==> config.mk <==
export PLATFORM = sky130hd
export DESIGN_NAME = pgm_p5_header_parser
export DESIGN_NICKNAME = d
export VERILOG_FILES = /design/src/sv/pgm_ph_pkg.sv /design/src/sv/pgm_ph_core.sv /design/src/sv/pgm_p5_header_parser.sv
export VERILOG_INCLUDE_DIRS = /design/src /design/src/sv
export SDC_FILE = /design/constraint.sdc
export NUM_CORES = 1
export LEC_CHECK = 0
export BUFFER_PORTS_ARGS = -buffer_cell sky130_fd_sc_hd__buf_2
export CORE_MARGIN = 2
export CORE_UTILIZATION = 40
export DETAILED_ROUTE_END_ITERATION = 10
export HOLD_SLACK_MARGIN = 0.02
export PLACE_DENSITY = 0.67
export SLEW_MARGIN = 20
export SYNTH_ARGS = -nofsm -noshare
export SYNTH_HDL_FRONTEND = slang
export SYNTH_SLANG_ARGS = --single-unit
==> constraint.sdc <==
create_clock -name clk -period 5.8 [get_ports clk]
set_input_delay 1.16 -clock clk [delete_from_list [all_inputs] [get_ports clk]]
set_output_delay 1.16 -clock clk [all_outputs]
set_load 0.01 [all_outputs]
==> src/sv/pgm_p5_header_parser_defines.svh <==
// Assertion macros for the P5 header parser.
`ifndef PGM_P5_HEADER_PARSER_DEFINES_SVH
`define PGM_P5_HEADER_PARSER_DEFINES_SVH

`ifndef SYNTHESIS
`define PGM_PH_ASSERT(label, clk, rst_n, prop) \
    label: assert property (@(posedge clk) disable iff (!rst_n) prop) \
        else $error("pgm_ph assertion failed");
`define PGM_PH_ASSERT_NORST(label, clk, prop) \
    label: assert property (@(posedge clk) prop) \
        else $error("pgm_ph assertion failed");
`else
`define PGM_PH_ASSERT(label, clk, rst_n, prop)
`define PGM_PH_ASSERT_NORST(label, clk, prop)
`endif

`endif

==> src/sv/pgm_ph_pkg.sv <==
`timescale 1ns / 1ps

package pgm_ph_pkg;

    typedef enum logic [3:0] {
        PH_MAGIC1     = 4'd0,
        PH_MAGIC2_OK  = 4'd1,
        PH_W_WAIT     = 4'd2,
        PH_W_DIG      = 4'd3,
        PH_H_WAIT     = 4'd4,
        PH_H_DIG      = 4'd5,
        PH_M_WAIT     = 4'd6,
        PH_M_DIG      = 4'd7,
        PH_DONE       = 4'd8,
        PH_MAGIC2_BAD = 4'd9
    } phase_t;

    localparam logic [7:0]  CHAR_P     = 8'h50;
    localparam logic [7:0]  CHAR_5     = 8'h35;
    localparam logic [7:0]  CHAR_HASH  = 8'h23;
    localparam logic [7:0]  CHAR_LF    = 8'h0A;
    localparam logic [7:0]  CHAR_ZERO  = 8'h30;
    localparam logic [7:0]  CHAR_NINE  = 8'h39;
    localparam logic [7:0]  CHAR_SPACE = 8'h20;
    localparam logic [7:0]  CHAR_TAB   = 8'h09;
    localparam logic [7:0]  CHAR_CR    = 8'h0D;
    localparam logic [30:0] TOKEN_MAX  = 31'h7FFF_FFFF;
    localparam logic [30:0] GREY_LIMIT = 31'd65535;

    typedef struct packed {
        logic [7:0] data_byte;
        logic       end_of_stream;
        logic       restart;
    } item_t;

    typedef struct packed {
        logic        status;
        logic [30:0] image_width;
        logic [30:0] image_height;
        logic [30:0] max_grey;
        logic [31:0] header_length;
    } result_t;

endpackage

==> src/sv/pgm_ph_core.sv <==
`timescale 1ns / 1ps
`include "pgm_p5_header_parser_defines.svh"

module pgm_ph_core
    import pgm_ph_pkg::*;
(
    input  logic    clk,
    input  logic    rst_n,
    input  logic    step_en,
    input  item_t   item,
    output logic    result_valid,
    output result_t result
);

    phase_t      phase_reg, phase_next;
    logic        comment_reg, comment_next;
    logic [30:0] acc_reg, acc_next;
    logic [30:0] width_reg, width_next;
    logic [30:0] height_reg, height_next;
    logic [31:0] count_reg, count_next;

    // state as seen after an optional restart
    phase_t      eff_phase;
    logic        eff_comment;
    logic [30:0] eff_acc;
    logic [30:0] eff_width;
    logic [30:0] eff_height;
    logic [31:0] eff_count;

    logic [7:0]  b;
    logic        eos;
    logic        is_space;
    logic        is_digit;
    logic [3:0]  digit;
    logic [34:0] acc_sum;
    logic [30:0] acc_sat;
    logic [31:0] count_inc;
    logic        finish;
    logic        finish_ok;
    logic [31:0] res_count;

    assign eff_phase   = item.restart ? PH_MAGIC1 : phase_reg;
    assign eff_comment = item.restart ? 1'b0 : comment_reg;
    assign eff_acc     = item.restart ? 31'd0 : acc_reg;
    assign eff_width   = item.restart ? 31'd0 : width_reg;
    assign eff_height  = item.restart ? 31'd0 : height_reg;
    assign eff_count   = item.restart ? 32'd0 : count_reg;

    assign b        = item.data_byte;
    assign eos      = item.end_of_stream;
    assign is_space = (b == CHAR_SPACE) || (b inside {[CHAR_TAB:CHAR_CR]});
    assign is_digit = b inside {[CHAR_ZERO:CHAR_NINE]};
    assign digit    = 4'(b - CHAR_ZERO);

    // acc * 10 + digit, saturating at 2^31-1
    assign acc_sum = {1'b0, eff_acc, 3'b000} + {3'b000, eff_acc, 1'b0} + {31'd0, digit};
    assign acc_sat = (|acc_sum[34:31]) ? TOKEN_MAX : acc_sum[30:0];

    assign count_inc  = (&eff_count) ? eff_count : eff_count + 32'd1;

    always_comb
    begin
        phase_next   = eff_phase;
        comment_next = eff_comment;
        acc_next     = eff_acc;
        width_next   = eff_width;
        height_next  = eff_height;
        count_next   = eff_count;
        if (eff_phase != PH_DONE)
        begin
            if (eos)
            begin
                phase_next = PH_DONE;
            end
            else
            begin
                count_next = count_inc;
                case (eff_phase)
                    PH_MAGIC1, PH_W_WAIT, PH_H_WAIT, PH_M_WAIT:
                    begin
                        if (eff_comment)
                        begin
                            if (b == CHAR_LF)
                                comment_next = 1'b0;
                        end
                        else if (is_space)
                        begin
                            phase_next = eff_phase;
                        end
                        else if (b == CHAR_HASH)
                        begin
                            comment_next = 1'b1;
                        end
                        else if (eff_phase == PH_MAGIC1)
                        begin
                            phase_next = (b == CHAR_P) ? PH_MAGIC2_OK : PH_MAGIC2_BAD;
                        end
                        else if (!is_digit)
                        begin
                            phase_next = PH_DONE;
                        end
                        else
                        begin
                            acc_next = {27'd0, digit};
                            case (eff_phase)
                                PH_W_WAIT: phase_next = PH_W_DIG;
                                PH_H_WAIT: phase_next = PH_H_DIG;
                                default:   phase_next = PH_M_DIG;
                            endcase
                        end
                    end
                    PH_MAGIC2_OK:
                    begin
                        phase_next = (b == CHAR_5) ? PH_W_WAIT : PH_DONE;
                    end
                    PH_W_DIG, PH_H_DIG, PH_M_DIG:
                    begin
                        if (is_digit)
                        begin
                            acc_next = acc_sat;
                        end
                        else if (eff_phase == PH_W_DIG)
                        begin
                            width_next = eff_acc;
                            acc_next   = 31'd0;
                            phase_next = PH_H_WAIT;
                        end
                        else if (eff_phase == PH_H_DIG)
                        begin
                            height_next = eff_acc;
                            acc_next    = 31'd0;
                            phase_next  = PH_M_WAIT;
                        end
                        else
                        begin
                            phase_next = PH_DONE;
                        end
                    end
                    default:
                    begin
                        phase_next = PH_DONE;
                    end
                endcase
            end
        end
    end

    always_comb
    begin
        result_valid = 1'b0;
        finish       = 1'b0;
        if (step_en && (eff_phase != PH_DONE))
        begin
            if (eos)
            begin
                result_valid = 1'b1;
                finish       = (eff_phase == PH_M_DIG);
            end
            else
            begin
                case (eff_phase)
                    PH_MAGIC1, PH_W_WAIT, PH_H_WAIT, PH_M_WAIT:
                    begin
                        result_valid = !eff_comment && !is_space && (b != CHAR_HASH)
                                       && (eff_phase != PH_MAGIC1) && !is_digit;
                    end
                    PH_MAGIC2_OK:  result_valid = (b != CHAR_5);
                    PH_MAGIC2_BAD: result_valid = 1'b1;
                    PH_M_DIG:
                    begin
                        result_valid = !is_digit;
                        finish       = !is_digit;
                    end
                    default:       result_valid = 1'b0;
                endcase
            end
        end
    end

    assign res_count = eos ? eff_count : count_inc;
    assign finish_ok = finish && (eff_width != 31'd0) && (eff_height != 31'd0)
                       && (eff_acc != 31'd0) && (eff_acc <= GREY_LIMIT);

    always_comb
    begin
        if (finish_ok)
        begin
            result.status        = 1'b0;
            result.image_width   = eff_width;
            result.image_height  = eff_height;
            result.max_grey      = eff_acc;
            result.header_length = res_count;
        end
        else
        begin
            result.status        = 1'b1;
            result.image_width   = 31'd0;
            result.image_height  = 31'd0;
            result.max_grey      = 31'd0;
            result.header_length = 32'd0;
        end
    end

    always_ff @(posedge clk or negedge rst_n)
    begin
        if (!rst_n)
        begin
            phase_reg   <= PH_MAGIC1;
            comment_reg <= 1'b0;
            acc_reg     <= 31'd0;
            width_reg   <= 31'd0;
            height_reg  <= 31'd0;
            count_reg   <= 32'd0;
        end
        else if (step_en)
        begin
            phase_reg   <= phase_next;
            comment_reg <= comment_next;
            acc_reg     <= acc_next;
            width_reg   <= width_next;
            height_reg  <= height_next;
            count_reg   <= count_next;
        end
    end

    `PGM_PH_ASSERT_NORST(a_result_needs_step, clk, !step_en |-> !result_valid)
    `PGM_PH_ASSERT(a_result_ends_header, clk, rst_n,
        step_en && result_valid |=> phase_reg == PH_DONE)
    `PGM_PH_ASSERT(a_good_grey_range, clk, rst_n,
        result_valid && !result.status |-> result.max_grey != 31'd0
            && result.max_grey <= GREY_LIMIT && result.image_width != 31'd0)
    `PGM_PH_ASSERT(a_error_zeroed, clk, rst_n,
        result_valid && result.status |-> result.header_length == 32'd0
            && result.max_grey == 31'd0)

endmodule

==> src/sv/pgm_p5_header_parser.sv <==
`timescale 1ns / 1ps
// channel  | group  | tdata                         | tuser
// ---------+--------+-------------------------------+------------------------------
// bytes in | s_axis | data_byte                     | end_of_stream, restart
// result   | m_axis | width, height, maxgrey, length| status
//
// One byte per cycle sustained unless m_axis stalls; a byte is registered,
// then parsed once the result register is free; any result is registered.
// rst_n is asynchronous and returns the parser to the start of a header.
// The input register drains whenever the result register is empty or taken,
// so a stalled result holds back at most one buffered byte.

module pgm_p5_header_parser
    import pgm_ph_pkg::*;
(
    input  logic         clk,
    input  logic         rst_n,
    input  logic         s_axis_tvalid,
    output logic         s_axis_tready,
    input  logic [7:0]   s_axis_tdata,   // [7:0] data_byte
    input  logic [1:0]   s_axis_tuser,   // [0] end_of_stream, [1] restart
    output logic         m_axis_tvalid,
    input  logic         m_axis_tready,
    // [30:0] image_width, [61:31] image_height, [92:62] max_grey,
    // [124:93] header_length, [127:125] zero
    output logic [127:0] m_axis_tdata,
    output logic         m_axis_tuser    // [0] status
);

    logic    in_valid_reg, in_valid_next;
    item_t   in_item_reg;
    logic    out_valid_reg, out_valid_next;
    result_t out_res_reg;

    logic    s_fire;
    logic    proc_fire;
    logic    res_valid;
    result_t res;

    assign proc_fire     = in_valid_reg && (!out_valid_reg || m_axis_tready);
    assign s_axis_tready = !in_valid_reg || proc_fire;
    assign s_fire        = s_axis_tvalid && s_axis_tready;

    pgm_ph_core u_core (
        .clk          (clk),
        .rst_n        (rst_n),
        .step_en      (proc_fire),
        .item         (in_item_reg),
        .result_valid (res_valid),
        .result       (res)
    );

    always_comb
    begin
        in_valid_next = in_valid_reg;
        if (s_fire)
            in_valid_next = 1'b1;
        else if (proc_fire)
            in_valid_next = 1'b0;
    end

    always_comb
    begin
        out_valid_next = out_valid_reg;
        if (proc_fire && res_valid)
            out_valid_next = 1'b1;
        else if (m_axis_tready)
            out_valid_next = 1'b0;
    end

    always_ff @(posedge clk or negedge rst_n)
    begin
        if (!rst_n)
        begin
            in_valid_reg  <= 1'b0;
            out_valid_reg <= 1'b0;
        end
        else
        begin
            in_valid_reg  <= in_valid_next;
            out_valid_reg <= out_valid_next;
        end
    end

    always_ff @(posedge clk)
    begin
        if (s_fire)
        begin
            in_item_reg.data_byte     <= s_axis_tdata;
            in_item_reg.end_of_stream <= s_axis_tuser[0];
            in_item_reg.restart       <= s_axis_tuser[1];
        end
        if (proc_fire && res_valid)
            out_res_reg <= res;
    end

    assign m_axis_tvalid = out_valid_reg;
    assign m_axis_tuser  = out_res_reg.status;
    assign m_axis_tdata  = {3'b000, out_res_reg.header_length, out_res_reg.max_grey,
                            out_res_reg.image_height, out_res_reg.image_width};

endmodule

Yosys cells after proc, flatten, opt, wreduce, memory -nomap -nowiden. Cells that the tools add are included.

Equality and inequality tests: 16. Magnitude comparators: 5. Reduce and logical (&&, ||, !) cells: 33. $add $sub $neg: 4. Multiplexer cells: 64.

Operator list (count): 31-bit 2-to-1 mux (25); 32-bit 2-to-1 mux (4); 126-bit 2-to-1 mux (1); 31-bit nonzero test (3); 31-bit one-hot mux with 2 select lines (1); 4-bit 2-to-1 mux (13); 34-bit by 32-bit adder with 35-bit output (1); 35-bit by 4-bit adder with 35-bit output (1); 32-bit by 1-bit adder with 32-bit output, second input constant (1); 32-bit AND reduction (1); 31-bit by 16-bit <= comparator with 1-bit output, second input constant (1); 8-bit by 6-bit == test with 1-bit output, second input constant (3); 1-bit 2-to-1 mux (17); 4-bit by 3-bit == test with 1-bit output, second input constant (4); 8-bit by 6-bit != test with 1-bit output, second input constant (2); 1-bit logical AND (14); 4-bit one-hot mux with 3 select lines (1); 4-bit by 2-bit == test with 1-bit output, second input constant (2); 8-bit by 4-bit == test with 1-bit output, second input constant (1); 8-bit by 7-bit == test with 1-bit output, second input constant (1); 8-bit by 4-bit >= comparator with 1-bit output, second input constant (1); 8-bit by 6-bit >= comparator with 1-bit output, second input constant (1); 8-bit by 4-bit <= comparator with 1-bit output, second input constant (1); 8-bit by 6-bit <= comparator with 1-bit output, second input constant (1); 13 further kinds (21).

Register bits after elaboration: 268. Input port bits: 14. Word-level logic and storage cells: 138. Output and inout port bits: 131.

Longest topological paths before layout.
Word-level depth: 13. Depth in mapped cells: 19.

By module. From an unflattened synthesis, not the netlist that was laid out.

Cells, all modules: 1454. Area, all modules: 14650.3 um^2.

By module, submodules not included: pgm_ph_core (instances 1, sequential area each 3253.1 um^2, cells each 1304, area each 10428.8 um^2); pgm_p5_header_parser (instances 1, sequential area each 4134.0 um^2, cells each 150, area each 4221.5 um^2).

Least setup slack after synthesis. OpenSTA, ideal clock, no wires.

Path type: in2reg. From: in m_axis_tready. To: reg out_res_reg, in the netlist m_axis_tdata[0], enable pin. Buffers on the path: 0. Arrival time: 4187 ps. Data required time: 5321 ps. Setup slack: 1134 ps. Stages: 5. Path through: nand2b_1 nand2_1 nor2_1 o31ai_1 inv_1.

Word-level cells in the longest chain between the ends: 5.

Ends and longest elaborated chain: start, declared (line pgm_p5_header_parser.sv:23) `input logic m_axis_tready,`; 1-bit logical OR (*) (line pgm_p5_header_parser.sv:40) `assign proc_fire = in_valid_reg && (!out_valid_reg || m_axis_tready);`; 1-bit logical AND (*) (line pgm_p5_header_parser.sv:40); 1-bit logical AND (line pgm_ph_core.sv:152) `if (step_en && (eff_phase != PH_DONE))`; 1-bit 2-to-1 mux (line pgm_ph_core.sv:152); 1-bit logical AND (*) (line pgm_p5_header_parser.sv:93) `if (proc_fire && res_valid)`; end signal, assigned (line pgm_p5_header_parser.sv:94) `out_res_reg <= res;`; end, declared (line pgm_p5_header_parser.sv:33) `result_t out_res_reg;`.

Mark *: on every way between the ends. The rest lies on a longest branch, timed or not. A chain may end at the register's enable or synchronous reset.

Worst setup path after layout.
From: reg in_item_reg[0] (netlist bit). To: reg u_core.acc_reg[6].

Word-level cells in the longest chain between the ends: 9. Elaborated cells on any way between the ends: 28. Those cells by class: 2 x add/sub; 7 x eq/ne; 15 x mux; 4 x reduce/logical.

Ends and longest elaborated chain: start, declared (line pgm_p5_header_parser.sv:31) `item_t in_item_reg;`; 31-bit 2-to-1 mux / 4-bit 2-to-1 mux (equally long branches) (line pgm_ph_core.sv:44, pgm_ph_core.sv:42); 34-bit by 32-bit adder with 35-bit output (tied with other cells) (line pgm_ph_core.sv:56) `assign acc_sum = {1'b0, eff_acc, 3'b000} + {3'b000, eff_acc, 1'b0} + {31'd0, digit};`; 35-bit by 4-bit adder with 35-bit output / 31-bit 2-to-1 mux (equally long branches) (line pgm_ph_core.sv:56, pgm_ph_core.sv:94); 4-bit OR reduction / 31-bit 2-to-1 mux (equally long branches) (line pgm_ph_core.sv:57, pgm_ph_core.sv:90); 31-bit 2-to-1 mux (on tied branches) (line pgm_ph_core.sv:57, pgm_ph_core.sv:86); 31-bit 2-to-1 mux (on tied branches) (line pgm_ph_core.sv:118, pgm_ph_core.sv:81); 31-bit one-hot mux with 2 select lines (line pgm_ph_core.sv:78) `case (eff_phase)`; 31-bit 2-to-1 mux (line pgm_ph_core.sv:71) `if (eos)`; 31-bit 2-to-1 mux (*) (line pgm_ph_core.sv:69) `if (eff_phase != PH_DONE)`; end signal, assigned (line pgm_ph_core.sv:219) `acc_reg <= acc_next;`; end, declared (line pgm_ph_core.sv:17) `logic [30:0] acc_reg, acc_next;`.

Marks and branches as above.

==> flow_metrics.tcl <==
set metrics [dict create \
    synth.yosys.seq_area_share 0.508 \
    yosys.area_share.simple 0.198 \
    fin_crit_sh 0.748 \
    fin_worst_skew_ns 0.0176 \
    power_density_nw_per_um2 273 \
    p_total_mw 4.56 \
    core_um2 35700 \
    fin_area_um2 16700 \
    layout.cells.non_filler 2074 \
    synth_top_area_share 0.281 \
    drc 0 \
    routed_wl_um 37700 \
    antenna_left 0 \
    start_kind "register" \
    tns_ns 0 \
    ctsResizeCount 0 \
    drt-initial-drc-count 1103 \
    cts_made_buffers 30 \
    ys_warn_count 0 \
    drt_first_pass_iters 5 \
    cts_tree "done" \
    synth-xor-area-share 0.0325 \
    ys_top_cells_by_count "203 x nand2_1, 142 x o21ai_0, 136 x edfxtp_1, 132 x dfrtp_1, 102 x nor2_1" \
    vias_per_cell 5.63 \
    clock_path_buffers 3 \
    ir_drop_mv 0.210 \
    largest_reg_flops 125 \
    reg2reg_to "u_core.acc_reg[6]" \
    placed_cell_area_um2 15700 \
    synth_cells 1466 \
    track_usage 0.198 \
    cts.sinks 268 \
    cts_setup_buffers 0 \
    power.leakage_nw 7.13 \
    yosys.cell_count.top_type "nand2_1" \
    critPathKind "register to register" \
    io_buffers 141 \
    num_vias 11700 \
    routedWlPerCell_um 18.2 \
    post_synth_fa_ha_maj_area_fraction 0.0547 \
    dpl.hpwl_um 25800 \
    fillers 3295 \
    yosys.area.top_type "edfxtp_1" \
    gp_congestion 0.891 \
    synth_cell_types 78 \
    worstReg2RegStart "in_item_reg[0]" \
    fin_nets 1665 \
    synthTopCellsByArea "edfxtp_1 28%, dfrtp_1 23%, ha_1 5.3%, nand2_1 5.2%, o21ai_0 4.9%" \
    rr_worst_depth 15 \
    required_ns 6.24 \
    ys.flop_type "edfxtp_1" \
    io-pin-count 145 \
    die_h_um 195 \
    grt.overflow.total 0 \
    hold_slack_ns 0.423 \
    area_growth_syn_to_layout_pct 15.0 \
    cts_hold_buf 0 \
    die-area_um2 37900 \
    status "completed" \
    max_freq_ghz 0.231 \
    rsz0062_at_grt "no" \
    slew_viol_final 0 \
    grt_max_degree 152 \
    rrSetupSlack_ns 1.46 \
    drive_gt1_frac 0.144 \
    synth.avg_cell_area_um2 9.92 \
    synth_compound_area_frac 0.169 \
    clock_latency_ns 0.57 \
    synth-async-reset-ratio 0.493 \
    grt_pass1_vias 11100 \
    synth_edf_count 136 \
    synth_seq_cells 268 \
    synth_top_family_by_area "simple AND/OR/NAND/NOR gates" \
    clkTransAtPathRegs_ns 0.06 \
    num_rows 69 \
    synthMuxAreaShare 0.00981 \
    start_util 0.408 \
    dp_cells 2017 \
    tightest_slew_ns 0.975 \
    root_buffer "clkbuf_16" \
    grt_antenna_before_repair 1 \
    htree_num_levels 1 \
    drv_cap 0 \
    setup_viol 0 \
    grt_pass1_wl_um 61200 \
    end_kind "register" \
    fp.dieW_um 195 \
    finalCriticalPeriod_ns 4.34 \
    crit_path_max_fanout 151 \
    crit_arrival_ns 4.78 \
    slew_headroom 0.347 \
    hold_violations 0 \
    synth_area_um2 14500 \
    hold_class "input port to asynchronous set/reset pin" \
]
[through the flow]
step                      utilization  setup slack (ns)
final                           0.469              1.46
after floorplan                     -              1.13
after CTS                       0.469              1.43
after global placement          0.441              1.65
after detailed placement        0.441              1.45
after global routing            0.469              1.07
[report_power, final]
| part | internal [mW] | switching [mW] |
|---|---|---|
| Combinational | 0.129 | 0.319 |
| Clock | 1.15 | 0.783 |
| Sequential | 2.12 | 0.0629 |
[layout make-up]
type / instances / area [um2] / share of cell area
antenna: 1 / 2.50 / 0.000150
clock buffer: 33 / 783 / 0.0468
clock inverter: 23 / 221 / 0.0132
inverter: 13 / 51.3 / 0.00307
multi-input combinational: 1117 / 6850 / 0.409
sequential: 268 / 7390 / 0.442
tap: 461 / 577 / 0.0345
timing repair buffer: 158 / 861 / 0.0515
[worst max-delay path, stage by stage, from the launching register on]
cell,delay (ns)
edfxtp_1,0.42
buf_12,0.41
nor2b_1,0.21
xor2_1,0.19
ha_1,0.34
fa_1,0.47
a21o_1,0.21
a221o_1,0.31
a21oi_1,0.35
nand2_1,0.14
a311o_1,0.32
nand3_1,0.11
o211ai_1,0.09
buf_4,0.24
a211oi_1,0.23
o21ai_1,0.09
[cell families (layout without fill, tap and decap cells)]
| family | after synthesis | count (layout) |
|---|---|---|
| DFF | 268 | 268 |
| adders and majority gates | 63 | 63 |
| xor gates and xnor gates | 54 | 54 |
| buffers and inverters | 98 | 227 |
| AOI/OAI and AO/OA | 392 | 392 |
| and+or+nand+nor | 576 | 576 |
| other | 1 | 19 |
| muxes | 14 | 14 |
[placed cells by master, fill, tap and decap left out, types with 16 or more instances in the layout]
cell,Yosys,layout
nand2_1,203,202
o21ai_0,142,142
buf_2,4,140
edfxtp_1,136,136
dfrtp_1,132,132
nor2_1,102,101
and2_1,82,82
a22oi_1,66,66
a21oi_1,65,65
ha_1,62,62
nor2b_1,42,41
xnor2_1,34,34
clkbuf_16,0,31
nor4_1,30,29
a21o_1,26,26
nand3_1,23,23
xor2_1,20,20
nor3_1,20,20
conb_1,1,18
nand4_1,17,17
buf_4,5,16
[routing by layer]
layer  up-vias  global-route usage  part of all wire
met5         -                   0                 0
li1       5570                   -                 -
met2       450               0.287              0.42
met3        57              0.0373             0.076
met4         0              0.0550             0.022
met1      5608               0.302              0.48
[worst max path at each step]
| stage | depth (start not counted) | to | start | slack, ns |
|---|---|---|---|---|
| finish | 15 | u_core.acc_reg[6] | in_item_reg[0] | 1.46 |
| global route | 15 | u_core.acc_reg[14] | in_item_reg[0] | 1.07 |
| CTS | 15 | u_core.acc_reg[15] | in_item_reg[0] | 1.43 |
| detailed placement | 15 | u_core.acc_reg[15] | in_item_reg[0] | 1.45 |
| global placement | 15 | u_core.acc_reg[6] | in_item_reg[0] | 1.65 |
| floorplan | 5 | m_axis_tdata[0] | m_axis_tready | 1.13 |
Note: power is estimated with default switching activity, not from simulation.
